File: src/rtl/hsvrgb_pkg.sv
// ---------------------------------------------------------------------------
// hsvrgb_pkg
// Shared constants and types for the HSV to RGB565 converter pipeline.
// ---------------------------------------------------------------------------
`default_nettype none

package hsvrgb_pkg;

	// Field widths.
	localparam int HUE_W  = 16;
	localparam int CHAN_W = 8;
	localparam int H_W    = 11;   // scaled hue, 0..1530
	localparam int PIX_W  = 16;

	// Hue scaling: h = (hue * HUE_STEPS + HUE_ROUND) >> HUE_W.
	localparam logic [H_W-1:0]     HUE_STEPS = 11'd1530;
	localparam logic [HUE_W+H_W-1:0] HUE_ROUND = 27'd32768;

	// Hexcone segment boundaries.
	localparam logic [H_W-1:0] SEG1 = 11'd255;
	localparam logic [H_W-1:0] SEG2 = 11'd510;
	localparam logic [H_W-1:0] SEG3 = 11'd765;
	localparam logic [H_W-1:0] SEG4 = 11'd1020;
	localparam logic [H_W-1:0] SEG5 = 11'd1275;

	localparam logic [CHAN_W-1:0] CHAN_MAX = 8'hFF;

	// Per-stage load enables, driven by the pipeline control in the top level.
	typedef struct packed {
		logic ld_s1;
		logic ld_s2;
		logic ld_s3;
		logic ld_s4;
	} pipe_ctl_t;

endpackage

`default_nettype wire

File: src/rtl/hsvrgb_hue.sv
// ---------------------------------------------------------------------------
// hsvrgb_hue
// Stages one and two: hue rescaling to 0..1530 and the hexcone lookup.
// ---------------------------------------------------------------------------
`default_nettype none

module hsvrgb_hue
	import hsvrgb_pkg::*;
(
	input  wire logic              clk,
	input  wire pipe_ctl_t         ctl,
	input  wire logic [HUE_W-1:0]  hue,
	output logic      [CHAN_W-1:0] red_s2,
	output logic      [CHAN_W-1:0] green_s2,
	output logic      [CHAN_W-1:0] blue_s2
);

	logic [HUE_W+H_W-1:0] scaled;
	logic [H_W-1:0]       h_s1;
	logic [H_W-1:0]       diff;
	logic [CHAN_W-1:0]    r_d, g_d, b_d;

	// Rounded rescale; the sum stays below 2^27.
	assign scaled = HUE_W'(hue) * HUE_STEPS + HUE_ROUND;

	always_ff @(posedge clk) begin
		if (ctl.ld_s1) begin
			h_s1 <= scaled[HUE_W+H_W-1:HUE_W];
		end
	end

	// Walk the six segments; every falling or rising ramp fits in 8 bits.
	always_comb begin
		diff = '0;
		r_d  = '0;
		g_d  = '0;
		b_d  = '0;
		priority if (h_s1 < SEG1) begin
			r_d = CHAN_MAX;
			g_d = h_s1[CHAN_W-1:0];
		end else if (h_s1 < SEG2) begin
			diff = SEG2 - h_s1;
			r_d  = diff[CHAN_W-1:0];
			g_d  = CHAN_MAX;
		end else if (h_s1 < SEG3) begin
			diff = h_s1 - SEG2;
			g_d  = CHAN_MAX;
			b_d  = diff[CHAN_W-1:0];
		end else if (h_s1 < SEG4) begin
			diff = SEG4 - h_s1;
			g_d  = diff[CHAN_W-1:0];
			b_d  = CHAN_MAX;
		end else if (h_s1 < SEG5) begin
			diff = h_s1 - SEG4;
			r_d  = diff[CHAN_W-1:0];
			b_d  = CHAN_MAX;
		end else if (h_s1 < HUE_STEPS) begin
			diff = HUE_STEPS - h_s1;
			r_d  = CHAN_MAX;
			b_d  = diff[CHAN_W-1:0];
		end else begin
			// The top rounded hue wraps back to pure red.
			r_d = CHAN_MAX;
		end
	end

	always_ff @(posedge clk) begin
		if (ctl.ld_s2) begin
			red_s2   <= r_d;
			green_s2 <= g_d;
			blue_s2  <= b_d;
		end
	end

endmodule

`default_nettype wire

File: src/rtl/hsvrgb_shade.sv
// ---------------------------------------------------------------------------
// hsvrgb_shade
// Stages three and four for one channel: saturation blend, then brightness.
// ---------------------------------------------------------------------------
`default_nettype none

module hsvrgb_shade
	import hsvrgb_pkg::*;
(
	input  wire logic              clk,
	input  wire pipe_ctl_t         ctl,
	input  wire logic [CHAN_W-1:0] chan_s2,
	input  wire logic [CHAN_W-1:0] sat_s2,
	input  wire logic [CHAN_W-1:0] val_s3,
	output logic      [CHAN_W-1:0] shaded_s4
);

	logic [CHAN_W:0]       sat_p1;
	logic [2*CHAN_W:0]     sat_prod;
	logic [CHAN_W:0]       blend;
	logic [CHAN_W-1:0]     t_s3;
	logic [CHAN_W:0]       val_p1;
	logic [2*CHAN_W:0]     val_prod;

	assign sat_p1   = {1'b0, sat_s2} + 1'b1;
	assign sat_prod = (2*CHAN_W+1)'(chan_s2) * (2*CHAN_W+1)'(sat_p1);
	// The blended value never exceeds 255.
	assign blend    = sat_prod[2*CHAN_W:CHAN_W] + {1'b0, ~sat_s2};

	always_ff @(posedge clk) begin
		if (ctl.ld_s3) begin
			t_s3 <= blend[CHAN_W-1:0];
		end
	end

	assign val_p1   = {1'b0, val_s3} + 1'b1;
	assign val_prod = (2*CHAN_W+1)'(t_s3) * (2*CHAN_W+1)'(val_p1);

	always_ff @(posedge clk) begin
		if (ctl.ld_s4) begin
			shaded_s4 <= val_prod[2*CHAN_W-1:CHAN_W];
		end
	end

endmodule

`default_nettype wire

File: src/rtl/hsv_to_rgb565.sv
// ---------------------------------------------------------------------------
// hsv_to_rgb565
// Four-stage pipelined HSV to RGB565 color converter.
// ---------------------------------------------------------------------------
// The converter takes one HSV pixel per cycle and returns its RGB565 color
// through the four register stages when the output side is ready. The
// hue is rescaled with rounding onto a 1530-step six-segment hexcone, each
// pure channel is blended toward white by saturation and scaled by
// brightness, and the top 5, 6 and 5 bits of red, green and blue are packed.
// In the pipeline the hue multiply, the hexcone lookup, the saturation
// multiply and the brightness multiply each own one register stage.
// Throughput is one transfer per cycle; when the output stalls, bubbles
// in the pipeline are squeezed out first, and input ready drops only once
// all four stages hold an item. No state survives an item, so reset only
// clears the stage valid bits.
// ---------------------------------------------------------------------------
`default_nettype none

module hsv_to_rgb565
	import hsvrgb_pkg::*;
(
	input  wire logic              clk,
	input  wire logic              arst_n,
	input  wire logic              hsv_valid,
	output logic                   hsv_ready,
	input  wire logic [HUE_W-1:0]  hue,
	input  wire logic [CHAN_W-1:0] saturation,
	input  wire logic [CHAN_W-1:0] brightness,
	output logic                   rgb_valid,
	input  wire logic              rgb_ready,
	output logic      [PIX_W-1:0]  rgb565
);

	pipe_ctl_t         ctl;
	logic              v_s1, v_s2, v_s3, v_s4;
	logic [CHAN_W-1:0] sat_s1, sat_s2;
	logic [CHAN_W-1:0] val_s1, val_s2, val_s3;
	logic [CHAN_W-1:0] red_s2, green_s2, blue_s2;
	logic [CHAN_W-1:0] red_s4, green_s4, blue_s4;

	// A stage loads when it is empty or its content moves on this cycle.
	always_comb begin
		ctl.ld_s4 = !v_s4 || rgb_ready;
		ctl.ld_s3 = !v_s3 || ctl.ld_s4;
		ctl.ld_s2 = !v_s2 || ctl.ld_s3;
		ctl.ld_s1 = !v_s1 || ctl.ld_s2;
	end

	assign hsv_ready = ctl.ld_s1;
	assign rgb_valid = v_s4;

	// Valid bits travel alongside the data.
	always_ff @(posedge clk or negedge arst_n) begin
		if (!arst_n) begin
			v_s1 <= 1'b0;
			v_s2 <= 1'b0;
			v_s3 <= 1'b0;
			v_s4 <= 1'b0;
		end else begin
			if (ctl.ld_s1) v_s1 <= hsv_valid;
			if (ctl.ld_s2) v_s2 <= v_s1;
			if (ctl.ld_s3) v_s3 <= v_s2;
			if (ctl.ld_s4) v_s4 <= v_s3;
		end
	end

	// Saturation is consumed in stage three, brightness in stage four.
	always_ff @(posedge clk) begin
		if (ctl.ld_s1) begin
			sat_s1 <= saturation;
			val_s1 <= brightness;
		end
		if (ctl.ld_s2) begin
			sat_s2 <= sat_s1;
			val_s2 <= val_s1;
		end
		if (ctl.ld_s3) begin
			val_s3 <= val_s2;
		end
	end

	hsvrgb_hue u_hue (
		.clk      (clk),
		.ctl      (ctl),
		.hue      (hue),
		.red_s2   (red_s2),
		.green_s2 (green_s2),
		.blue_s2  (blue_s2)
	);

	hsvrgb_shade u_shade_red (
		.clk       (clk),
		.ctl       (ctl),
		.chan_s2   (red_s2),
		.sat_s2    (sat_s2),
		.val_s3    (val_s3),
		.shaded_s4 (red_s4)
	);

	hsvrgb_shade u_shade_green (
		.clk       (clk),
		.ctl       (ctl),
		.chan_s2   (green_s2),
		.sat_s2    (sat_s2),
		.val_s3    (val_s3),
		.shaded_s4 (green_s4)
	);

	hsvrgb_shade u_shade_blue (
		.clk       (clk),
		.ctl       (ctl),
		.chan_s2   (blue_s2),
		.sat_s2    (sat_s2),
		.val_s3    (val_s3),
		.shaded_s4 (blue_s4)
	);

	// Keep the top bits of each channel for the 5-6-5 packing.
	assign rgb565 = {red_s4[CHAN_W-1:3], green_s4[CHAN_W-1:2], blue_s4[CHAN_W-1:3]};

	// Input is refused only when every stage is full and the output stalls.
	a_full_stall: assert property (@(posedge clk) disable iff (!arst_n)
		!hsv_ready |-> (v_s1 && v_s2 && v_s3 && v_s4 && !rgb_ready))
		else $error("input stalled while the pipeline has a bubble");

	// With the output held ready, an accepted transfer passes through every stage and shows on the output as valid.
	a_latency: assert property (@(posedge clk) disable iff (!arst_n)
		(hsv_valid && hsv_ready ##1 rgb_ready ##1 rgb_ready ##1 rgb_ready)
		|=> rgb_valid)
		else $error("accepted transfer did not reach the output in time");

	// Zero saturation at full brightness gives white.
	a_white: assert property (@(posedge clk) disable iff (!arst_n)
		(hsv_valid && hsv_ready && saturation == '0 && brightness == CHAN_MAX
		 ##1 rgb_ready ##1 rgb_ready ##1 rgb_ready)
		|=> (rgb565 == {PIX_W{1'b1}}))
		else $error("gray at full brightness did not give white");

	// Zero brightness gives black whatever the hue.
	a_black: assert property (@(posedge clk) disable iff (!arst_n)
		(hsv_valid && hsv_ready && brightness == '0
		 ##1 rgb_ready ##1 rgb_ready ##1 rgb_ready)
		|=> (rgb565 == '0))
		else $error("zero brightness did not give black");

endmodule

`default_nettype wire
File: config.mk
export PLATFORM = sky130hd
export DESIGN_NAME = hsv_to_rgb565
export DESIGN_NICKNAME = d
export VERILOG_FILES = /design/src/rtl/hsvrgb_pkg.sv /design/src/rtl/hsvrgb_hue.sv /design/src/rtl/hsvrgb_shade.sv /design/src/rtl/hsv_to_rgb565.sv
export SDC_FILE = /design/constraint.sdc
export NUM_CORES = 1
export LEC_CHECK = 0
export BUFFER_PORTS_ARGS = -buffer_cell sky130_fd_sc_hd__buf_2
export CAP_MARGIN = 20
export CORE_ASPECT_RATIO = 0.5
export CORE_MARGIN = 1.5
export CORE_UTILIZATION = 55
export CTS_BUF_LIST = sky130_fd_sc_hd__clkbuf_2
export CTS_CLUSTER_SIZE = 12
export DETAILED_ROUTE_END_ITERATION = 16
export PLACE_DENSITY = 0.69
export SYNTH_ARGS = -nofsm -noshare
export SYNTH_HDL_FRONTEND = slang
export SYNTH_SLANG_ARGS = --single-unit
File: constraint.sdc
create_clock -name clk -period 7 [get_ports clk]
set_input_delay 0.7 -clock clk [delete_from_list [all_inputs] [get_ports clk]]
set_output_delay 0.7 -clock clk [all_outputs]
set_load 0.02 [all_outputs]
-- Yosys cells after proc, flatten, opt, wreduce, memory -nomap -nowiden
Cells that the tools add are included.
- bits in registers: 127
- bits in latches: 0
- bits in writable memories: 0
- bits in read-only memories: 0
- input bits: 36
- output and inout port bits: 18
- logic and storage cells: 65
- memories kept: 0
- add/sub/neg operators: 11
- multiply operators: 7
- divide/modulo/power cells: 0
- $lt $le $gt $ge: 6
- equal/unequal tests: 0
- shift-type cells: 0
- mux-type cells: 12
- bitwise gates (word level): 1
- reduce and logical (&&, ||, !) cells: 9
- operators with widths (operator ; number):
    $mul A8 B9 Y16 ; 6
    $mux W8 ; 12
    $add A27 B16 Y27 const B ; 1
    $mul A16 B10 Y26 const B ; 1
    $add A8 B8 Y8 ; 3
    $sub A8 B8 Y8 const A ; 3
    $lt A11 B10 Y1 const B ; 2
    $lt A11 B11 Y1 const B ; 2
    $add A8 B1 Y9 const B ; 2
    $sub A8 B8 Y8 const B ; 2
    $lt A11 B8 Y1 const B ; 1
    $lt A11 B9 Y1 const B ; 1
    $not A8 Y8 ; 1
    $logic_not A1 Y1 ; 4
    $logic_or A1 B1 Y1 ; 4
    $reduce_or A2 Y1 ; 1

-- Logic depth before layout (Yosys ltp)
Gate-level depths: netlist of run 1.
- depth after elaboration: 5
- depth in mapped cells: 29
- depth with buffers taken out: 28

-- Cells and area by module
From an unflattened synthesis of run 1, not the netlist that was laid out.
- cell total of the unflattened synthesis: 2340
- area total of the unflattened synthesis: 22786.9 um2
- by module, submodules not included (module ; times used ; cells an instance ; area an instance (um2) ; seq. area each (um2)):
    hsvrgb_hue ; 1 ; 640 ; 6114.6 ; 1051.0
    hsvrgb_shade (u_shade_green) ; 1 ; 558 ; 5136.2 ; 480.5
    hsvrgb_shade (u_shade_red) ; 1 ; 548 ; 5109.9 ; 480.5
    hsvrgb_shade (u_shade_blue) ; 1 ; 541 ; 5057.4 ; 480.5
    hsv_to_rgb565 ; 1 ; 53 ; 1368.8 ; 1301.2

-- Worst setup path before layout of run 1
OpenSTA, ideal clock, no wires.
- path kind: input to register
- start point: input hue[8]
- end point: register u_hue.h_s1[9] (data pin)
- setup time: 0.258 ns
- data arrival time: 5.870 ns
- required time: 6.742 ns
- path slack: 0.872 ns
- stages on the path: 20
- path buffers: 0
- cell sequence: inv_1 -> fa_1 -> inv_1 -> fa_1 -> fa_1 -> fa_1 -> inv_1 -> fa_1 -> inv_1 -> ha_1 -> a21o_1 -> a21o_1 -> a21o_1 -> and4_4 -> or3_1 -> xor2_1 -> nand4_1 -> o31a_1 -> nor3_2 -> xnor2_1
- word-level cells in the longest chain between the ends: 2
- RTL lines (element ; line ; RTL):
    from (decl) ; hsv_to_rgb565.sv:26 ; input wire logic [HUE_W-1:0] hue,
    $mul A16 B10 Y26 ; hsvrgb_hue.sv:24 ; assign scaled = HUE_W'(hue) * HUE_STEPS + HUE_ROUND;
    $add A27 B16 Y27 ; hsvrgb_hue.sv:24 ;
    net u_hue.scaled[25] ; hsvrgb_hue.sv:18 ; logic [HUE_W+H_W-1:0] scaled;
    to (signal assigned) ; hsvrgb_hue.sv:28 ; h_s1 <= scaled[HUE_W+H_W-1:HUE_W];
    to (decl) ; hsvrgb_hue.sv:19 ; logic [H_W-1:0] h_s1;
The timed path passes the listed nets, and every way through them passes these cells.
A chain may end at the register's enable or synchronous reset.

-- Worst setup path after layout of run 1
- start point: register sat_s2[0]
- end point: register u_shade_red.t_s3[7] (data pin)
- word-level cells in the longest chain between the ends: 3
- elaborated cells between the ends (all ways): 4
- classes of those cells: 2 x add/sub; 1 x mul; 1 x bitwise
- RTL lines (element ; line ; RTL):
    from (decl) ; hsv_to_rgb565.sv:36 ; logic [CHAN_W-1:0] sat_s1, sat_s2;
    from (signal assigned) ; hsv_to_rgb565.sv:74 ; sat_s2 <= sat_s1;
    $add A8 B1 Y9 ; hsvrgb_shade.sv:25 ; assign sat_p1 = {1'b0, sat_s2} + 1'b1;
    $mul A8 B9 Y16 ; hsvrgb_shade.sv:26 ; assign sat_prod = (2*CHAN_W+1)'(chan_s2) * (2*CHAN_W+1)'(sat_p1);
    $add A8 B8 Y8 * ; hsvrgb_shade.sv:28 ; assign blend = sat_prod[2*CHAN_W:CHAN_W] + {1'b0, ~sat_s2};
    net u_shade_red.blend[7] ; hsvrgb_shade.sv:20 ; logic [CHAN_W:0] blend;
    to (signal assigned) ; hsvrgb_shade.sv:32 ; t_s3 <= blend[CHAN_W-1:0];
    to (decl) ; hsvrgb_shade.sv:21 ; logic [CHAN_W-1:0] t_s3;
The timed path passes the listed nets; every way through them passes the cells marked *.

==> impl_results.md, run 1 <==
- Setup_tns: 0 ns
- Commonest non-fill, non-tap cell in the layout: inv_1
- FF-to-FF End: u_shade_red.t_s3[7]
- Drt pass-1 iters: 5
- CTS HTree Levels: 4
- CTS tree: yes
- First-pass GRT wire length: 71800 um
- Critical-path cell list: buf_4 > nand2_1 > nor4_1 > xor2_1 > buf_4 > and2_1 > fa_1 > fa_1 > fa_1 > inv_1 > fa_1 > inv_1 > ha_1 > nor3_1 > a211oi_1 > a21oi_1 > nor2b_1 > nor2_1 > xnor2_1 > ha_1 > nand2_1 > o21ai_0 > xnor2_1 > xnor2_1
- Post-synthesis adder-cell area fraction: 0.4800
- Area leader, netlist: fa_1
- Achievable Freq: 0.1554 GHz
- Vias per inst: 5.124
- Clk sink count: 119
- Async SR Flop Fraction: 0.03361
- Post-place setup slack: 0.3785 ns
- FF+latch count, synth: 119
- Worst slew margin: 0.5164
- Hold Crit Class: in2reg
- Worst Setup Slack, final: 0.5643 ns
- Measured slew at the worst slew-check pin: 0.7246 ns
- Vias in the first global route: 14910
- Setup Viol. Count Final: 0
- Critical Path Max Stage Delay: 0.55 ns
- Initial cell density of the core: 0.5644
- Seq/Total Area, Yosys: 0.1666
- Routed wire per std cell: 14.90 um
- Final ANT Viol Nets: 0
- CP top delay family: adder cells
- Post-CTS setup repair buffer count: 0
- Placement Cell Area: 22220 sq um
- Commonest cells after routing, fill and taps aside: 462 x inv_1, 322 x fa_1, 303 x ha_1, 231 x and2_1, 195 x nand2_1
- R2R depth: 24
- Die area: 40040 sq um
- HP Start: saturation[7]
- CP max FO: 19
- IO Count: 54
- Max-Cap Viols: 0
- Worst Hold Path EP: sat_s1[7]
- Vias: 14190
- Routability cong.: 0.8540
- Syn Std Cell Area: 21330 sq um
- R2r startpoint: sat_s2[0]
- Pin count of the biggest net entering global routing: 34
- Pins Over Slew Limit: 0
- Critical Path RT: 7.51 ns
- Hold_buf cts: 1
- Post-route cell area: 22490 sq um
- Clk slew on worst S/H paths: 0.24 ns
- Synth Net Count: 2859
- Status: finished, final reports clean
- Worst path bufs/invs: 4
- RSZ-0062 raised after global routing: false
- Core Area: 37790 sq um
- PortBufs: 53
- Synth top area share: 0.3023
- Syn avg cell area: 9.703 sq um
- Fraction of synthesized area in multiplexers: 0
- Root buffer cell: clkbuf_2
- Netlist cell types: 58
- Crit path DAT: 6.95 ns
- Tmin final: 6.436 ns
- Nets: 2896
- Synth Area in Compound Gates: 0.05550
- Main flop type after synthesis: edfxtp_1
- CP Class: reg2reg
- Simple-gate share of the synthesized area: 0.1494
- WL final: 41260 um
- # rows: 50
- DRC violations left: 0
- Startpoint Class: flip-flop
- Ratio of final minimum period to clock period: 0.9194
- Post_cts resized: 0
- Gr usage total: 0.2232
- CTS Buffer Depth: 2
- GRT overflow: 0
- Die H: 142.2 um
- Fin. Hold Viols: 0
- Xor-xnor portion of the synthesized cell area: 0.05485
- Worst Skew: 0.06034 ns
- Hold path cells: 1
- Synth warn: 0
- Endpoint class of the critical path: flip-flop
- Synth area leaders: fa_1 30%, ha_1 18%, edfxtp_1 16%, inv_1 8.1%, and2_1 6.8%
- Post-DP HPWL: 33840 um
- Number of DRC markers in iteration 0: 614
- Cells after DPL: 2735
- Num CTS Buffers: 17
- Slowest CP cell: fa_1
- Initial antenna violation count: 1
- Non-Filler Instances: 2769
- CP dominant cell by count: fa_1
- Worst-Skew Late Latency: 0.75 ns
- EDFF count, synth: 115
- Largest family of logic cells by synthesized area: adder cells
- DIE WIDTH: 281.5 um
- Layout Area Growth over Synthesis: 5.468%
- Cells after synthesis: 2198
- Layout cells sized above 1: 0.05560
- R2R Setup Slk: 0.56 ns
## synthesized netlist by cell type, types with 7 or more instances
cell	count
inv_1	462
fa_1	322
ha_1	303
and2_1	231
nand2_1	195
edfxtp_1	115
xnor2_1	94
nor2_1	64
a21oi_1	59
clkbuf_1	50
nor2b_1	40
xor2_1	37
o21ai_0	26
a21o_1	22
nand3_1	19
nor3_1	17
o21a_1	15
nand2b_1	14
o21bai_1	10
nand4_1	9
a221oi_1	8
buf_1	7
o21ai_1	7
## cells by family (layout without fill, tap and decap cells)
group	after synthesis	count (layout)
AO/OA/AOI/OAI	181	181
XOR/XNOR	132	132
adder cells (fa/ha/maj)	625	625
buffers and inverters	527	577
flip-flops	119	119
other	0	1
AND/OR/NAND/NOR	614	614
## routing by layer
layer	global-route usage	share of wire
met5	0	0
met4	0.04443	0.014
met2	0.3864	0.48
met1	0.3047	0.48
met3	0.02594	0.032
## final cells by class
| type | instances | area (sq um) |
|---|---|---|
| inverters | 462 | 1734 |
| clock inverters | 14 | 166.4 |
| diodes | 1 | 2.502 |
| fillers | 3337 | 15290 |
| well taps | 520 | 650.6 |
| flip-flops and latches | 119 | 3553 |
| clock buffers | 18 | 90.09 |
| repair buffers | 83 | 505.5 |
| multi-input cells | 1552 | 15790 |
## state kept, by name, indices dropped and copies added (netlist names)
register	flops
rgb_valid	1
sat_s1	8
sat_s2	8
u_hue.blue_s2	8
u_hue.green_s2	8
u_hue.h_s1	11
u_hue.red_s2	8
u_shade_blue.shaded_s4	5
u_shade_blue.t_s3	8
u_shade_green.shaded_s4	6
u_shade_green.t_s3	8
u_shade_red.shaded_s4	5
u_shade_red.t_s3	8
v_s1	1
v_s2	1
v_s3	1
val_s1	8
val_s2	8
val_s3	8
## worst max path at each step
stage | to | slack, ns | from | depth (start not counted)
global placement | u_hue.h_s1[9] | 0.50 | hue[6] | 21
finish | u_shade_red.t_s3[7] | 0.56 | sat_s2[0] | 24
CTS | u_shade_red.t_s3[7] | 0.53 | sat_s2[0] | 24
floorplan | u_hue.h_s1[9] | 0.87 | hue[8] | 20
global route | u_shade_red.t_s3[7] | 0.11 | sat_s2[0] | 24
detailed placement | u_hue.h_s1[10] | 0.38 | hue[6] | 20
## worst reg2reg max path, cell delays in order, from the launching register on
cell,delay [ns]
edfxtp_1,0.41
buf_4,0.27
nand2_1,0.11
nor4_1,0.33
xor2_1,0.39
buf_4,0.28
and2_1,0.17
fa_1,0.43
fa_1,0.49
fa_1,0.55
inv_1,0.05
fa_1,0.52
inv_1,0.04
ha_1,0.32
nor3_1,0.07
a211oi_1,0.44
a21oi_1,0.18
nor2b_1,0.13
nor2_1,0.06
xnor2_1,0.13
ha_1,0.33
nand2_1,0.07
o21ai_0,0.19
xnor2_1,0.16
xnor2_1,0.09
## per-stage QoR
stage	hold WS [ns]	util
global placement	0.4028	0.5876
floorplan	0.4003	-
finish	0.09734	0.5953
CTS	0.007148	0.5952
detailed placement	0.4045	0.5881
global route	0.01520	0.5953
Power of run 1 is not shown: default switching activity piles up to over one toggle a cycle in this logic, so the estimate is an artifact.
==> run 2, diff against run 1 <==
--- a/config.mk
+++ b/config.mk
@@ -13,7 +13,8 @@
 export CTS_BUF_LIST = sky130_fd_sc_hd__clkbuf_2
 export CTS_CLUSTER_SIZE = 12
 export DETAILED_ROUTE_END_ITERATION = 16
-export PLACE_DENSITY = 0.69
+export PLACE_DENSITY = 0.68
 export SYNTH_ARGS = -nofsm -noshare
 export SYNTH_HDL_FRONTEND = slang
+export SYNTH_HIERARCHICAL = 1
 export SYNTH_SLANG_ARGS = --single-unit
==> constraint.sdc (replaced) <==
create_clock -name clk -period 7.6 [get_ports clk]
set_input_delay 0.76 -clock clk [delete_from_list [all_inputs] [get_ports clk]]
set_output_delay 0.76 -clock clk [all_outputs]
set_load 0.02 [all_outputs]
==> impl_results.md, run 2 <==
- CTS tree: yes (unchanged)
- Pin count of the biggest net entering global routing: 42 (was 34)
- DIE WIDTH: 288.4 um (was 281.5 um)
- Post-place setup slack: 0.6412 ns (was 0.3785 ns)
- Number of DRC markers in iteration 0: 725 (was 614)
- IO Count: 54 (unchanged)
- Vias per inst: 5.347 (was 5.124)
- Syn avg cell area: 9.694 sq um (was 9.703 sq um)
- Max reg flops: 11 (unchanged)
- PortBufs: 53 (unchanged)
- Synth warn: 6 (was 0)
- Crit path DAT: 7.55 ns (was 6.95 ns)
- Worst slew margin: 0.3352 (was 0.5164)
- Max-Cap Viols: 0 (unchanged)
- Setup Viol. Count Final: 0 (unchanged)
- Worst-Skew Late Latency: 0.80 ns (was 0.75 ns)
- CP dominant cell by count: fa_1 (unchanged)
- FILL cells: 3518 (was 3337)
- Worst Skew: 0.04841 ns (was 0.06034 ns)
- Met2 GRT Util: 0.3981 (was 0.3864)
- Startpoint Class: flip-flop (unchanged)
- Pins Over Slew Limit: 0 (unchanged)
- Core Area: 40270 sq um (was 37790 sq um)
- Endpoint class of the critical path: flip-flop (unchanged)
- Gr busiest metal: met2 (unchanged)
- Critical-path cell list: ha_1 > nand3_1 > xnor2_1 > nor2b_1 > fa_1 > inv_1 > fa_1 > fa_1 > fa_1 > inv_1 > ha_1 > nand2_1 > nor2_1 > a211oi_4 > or2_2 > a32oi_1 > ha_1 > a21oi_1 > nor2b_1 > a311oi_1 > a21oi_1 > xnor2_1 > xnor2_1 (was buf_4 > nand2_1 > nor4_1 > xor2_1 > buf_4 > and2_1 > fa_1 > fa_1 > fa_1 > inv_1 > fa_1 > inv_1 > ha_1 > nor3_1 > a211oi_1 > a21oi_1 > nor2b_1 > nor2_1 > xnor2_1 > ha_1 > nand2_1 > o21ai_0 > xnor2_1 > xnor2_1)
- Gr usage total: 0.2330 (was 0.2232)
- Achievable Freq: 0.1430 GHz (was 0.1554 GHz)
- Worst Setup Slack, final: 0.6066 ns (was 0.5643 ns)
- Top reg by flops: u_hue/h_s1 (was u_hue.h_s1)
- Die area: 42030 sq um (was 40040 sq um)
- First-pass GRT wire length: 78800 um (was 71800 um)
- Clk slew on worst S/H paths: 0.20 ns (was 0.24 ns)
- Footprint of the multi-input gates: 17020 sq um (was 15790 sq um)
- Hold Crit Class: in2reg (unchanged)
- Cells after synthesis: 2311 (was 2198)
- Final ANT Viol Nets: 0 (unchanged)
- GR Layer Usage met3: 0.02586 (was 0.02594)
- CTS HTree Levels: 4 (unchanged)
- Post-CTS setup repair buffer count: 0 (unchanged)
- WL final: 46360 um (was 41260 um)
- Nets: 3037 (was 2896)
- Setup_tns: 0 ns (unchanged)
- Clk sink count: 119 (unchanged)
- Post-DP HPWL: 38030 um (was 33840 um)
- Vias in the first global route: 16230 (was 14910)
- Tmin final: 6.993 ns (was 6.436 ns)
- Routability cong.: 0.8921 (was 0.8540)
- Commonest non-fill, non-tap cell in the layout: inv_1 (unchanged)
- Cells after DPL: 2891 (was 2735)
- Initial antenna violation count: 1 (unchanged)
- Slowest CP cell: edfxtp_1 (was fa_1)
- Ratio of final minimum period to clock period: 0.9202 (was 0.9194)
- Min Hold Slack: 0.1233 ns (was 0.09734 ns)
- Syn Std Cell Area: 22400 sq um (was 21330 sq um)
- Num CTS Buffers: 17 (unchanged)
- Drt pass-1 iters: 5 (unchanged)
- Vias: 15640 (was 14190)
- # rows: 52 (was 50)
- Non-Filler Instances: 2926 (was 2769)
- CP Class: reg2reg (unchanged)
- Status: finished, final reports clean (unchanged)
- Critical Path RT: 8.16 ns (was 7.51 ns)
- Fin. Hold Viols: 0 (unchanged)
- Measured slew at the worst slew-check pin: 0.9888 ns (was 0.7246 ns)
- Critical Path Max Stage Delay: 0.77 ns (was 0.55 ns)
- Synth Net Count: 2976 (was 2859)
- Worst path bufs/invs: 2 (was 4)
- GRT overflow: 0 (unchanged)
- RSZ-0062 raised after global routing: false (unchanged)
- Register Area: 3553 sq um (unchanged)
- CP top delay family: adder cells (unchanged)
- Root buffer cell: clkbuf_2 (unchanged)
- Commonest cells after routing, fill and taps aside: 459 x inv_1, 322 x fa_1, 307 x ha_1, 198 x nand2_1, 161 x and2_1 (was 462 x inv_1, 322 x fa_1, 303 x ha_1, 231 x and2_1, 195 x nand2_1)
- CP max FO: 12 (was 19)
- DRC violations left: 0 (unchanged)
- CTS Buffer Depth: 2 (unchanged)
- Initial cell density of the core: 0.5563 (was 0.5644)
- Layout cells sized above 1: 0.06415 (was 0.05560)
- Routed wire per std cell: 15.84 um (was 14.90 um)
- Layout Area Growth over Synthesis: 5.473% (was 5.468%)
- Die H: 145.7 um (was 142.2 um)
- GR Layer Usage met1: 0.3188 (was 0.3047)
==> run 2: cell type report <==
type | count | area share
clock inverters | 12 | 0.007466
multi-input cells | 1707 | 0.7203
well taps | 540 | 0.02859
inverters | 459 | 0.07291
clock buffers | 20 | 0.004236
flip-flops and latches | 119 | 0.1504
diodes | 1 | 0.0001059
repair buffers | 68 | 0.01599
==> run 2: metrics by stage <==
step           utilization  cell area (sq um)
2_1_floorplan            -              22400
3_5_place_dp        0.5794              23330
6_report            0.5867              23630
3_3_place_gp        0.5792              23330
5_1_grt             0.5867              23630
4_1_cts             0.5865              23620
==> run 2: repair_timing <==
item	CTS	global route
hold buffers	1	0
resized for setup	0	0
endpoints found under the hold margin	4	0
==> run 2: final timing paths <==
path                            slack, ns          start                     to  cells past startpoint
worst min register to register       0.44      sat_s1[0]              sat_s2[0]                      0
min in group asynchronous            0.33         arst_n                   v_s2                      2
worst min-delay path                 0.12  saturation[5]              sat_s1[5]                      1
worst max-delay path                 0.61      sat_s2[1]  u_shade_green/t_s3[7]                     23
max in group asynchronous            7.16         arst_n                   v_s1                      2
worst max register to register       0.61      sat_s2[1]  u_shade_green/t_s3[7]                     23
==> run 2: metal layers <==
| metal | part of all wire | routed length (um) | vias up |
|---|---|---|---|
| met4 | 0.015 | 675 | 0 |
| li1 | - | - | 7526 |
| met1 | 0.46 | 21450 | 7760 |
| met3 | 0.036 | 1676 | 47 |
| met2 | 0.49 | 22560 | 311 |
| met5 | 0 | 0 | - |
Power of run 2 is left out for the same reason.
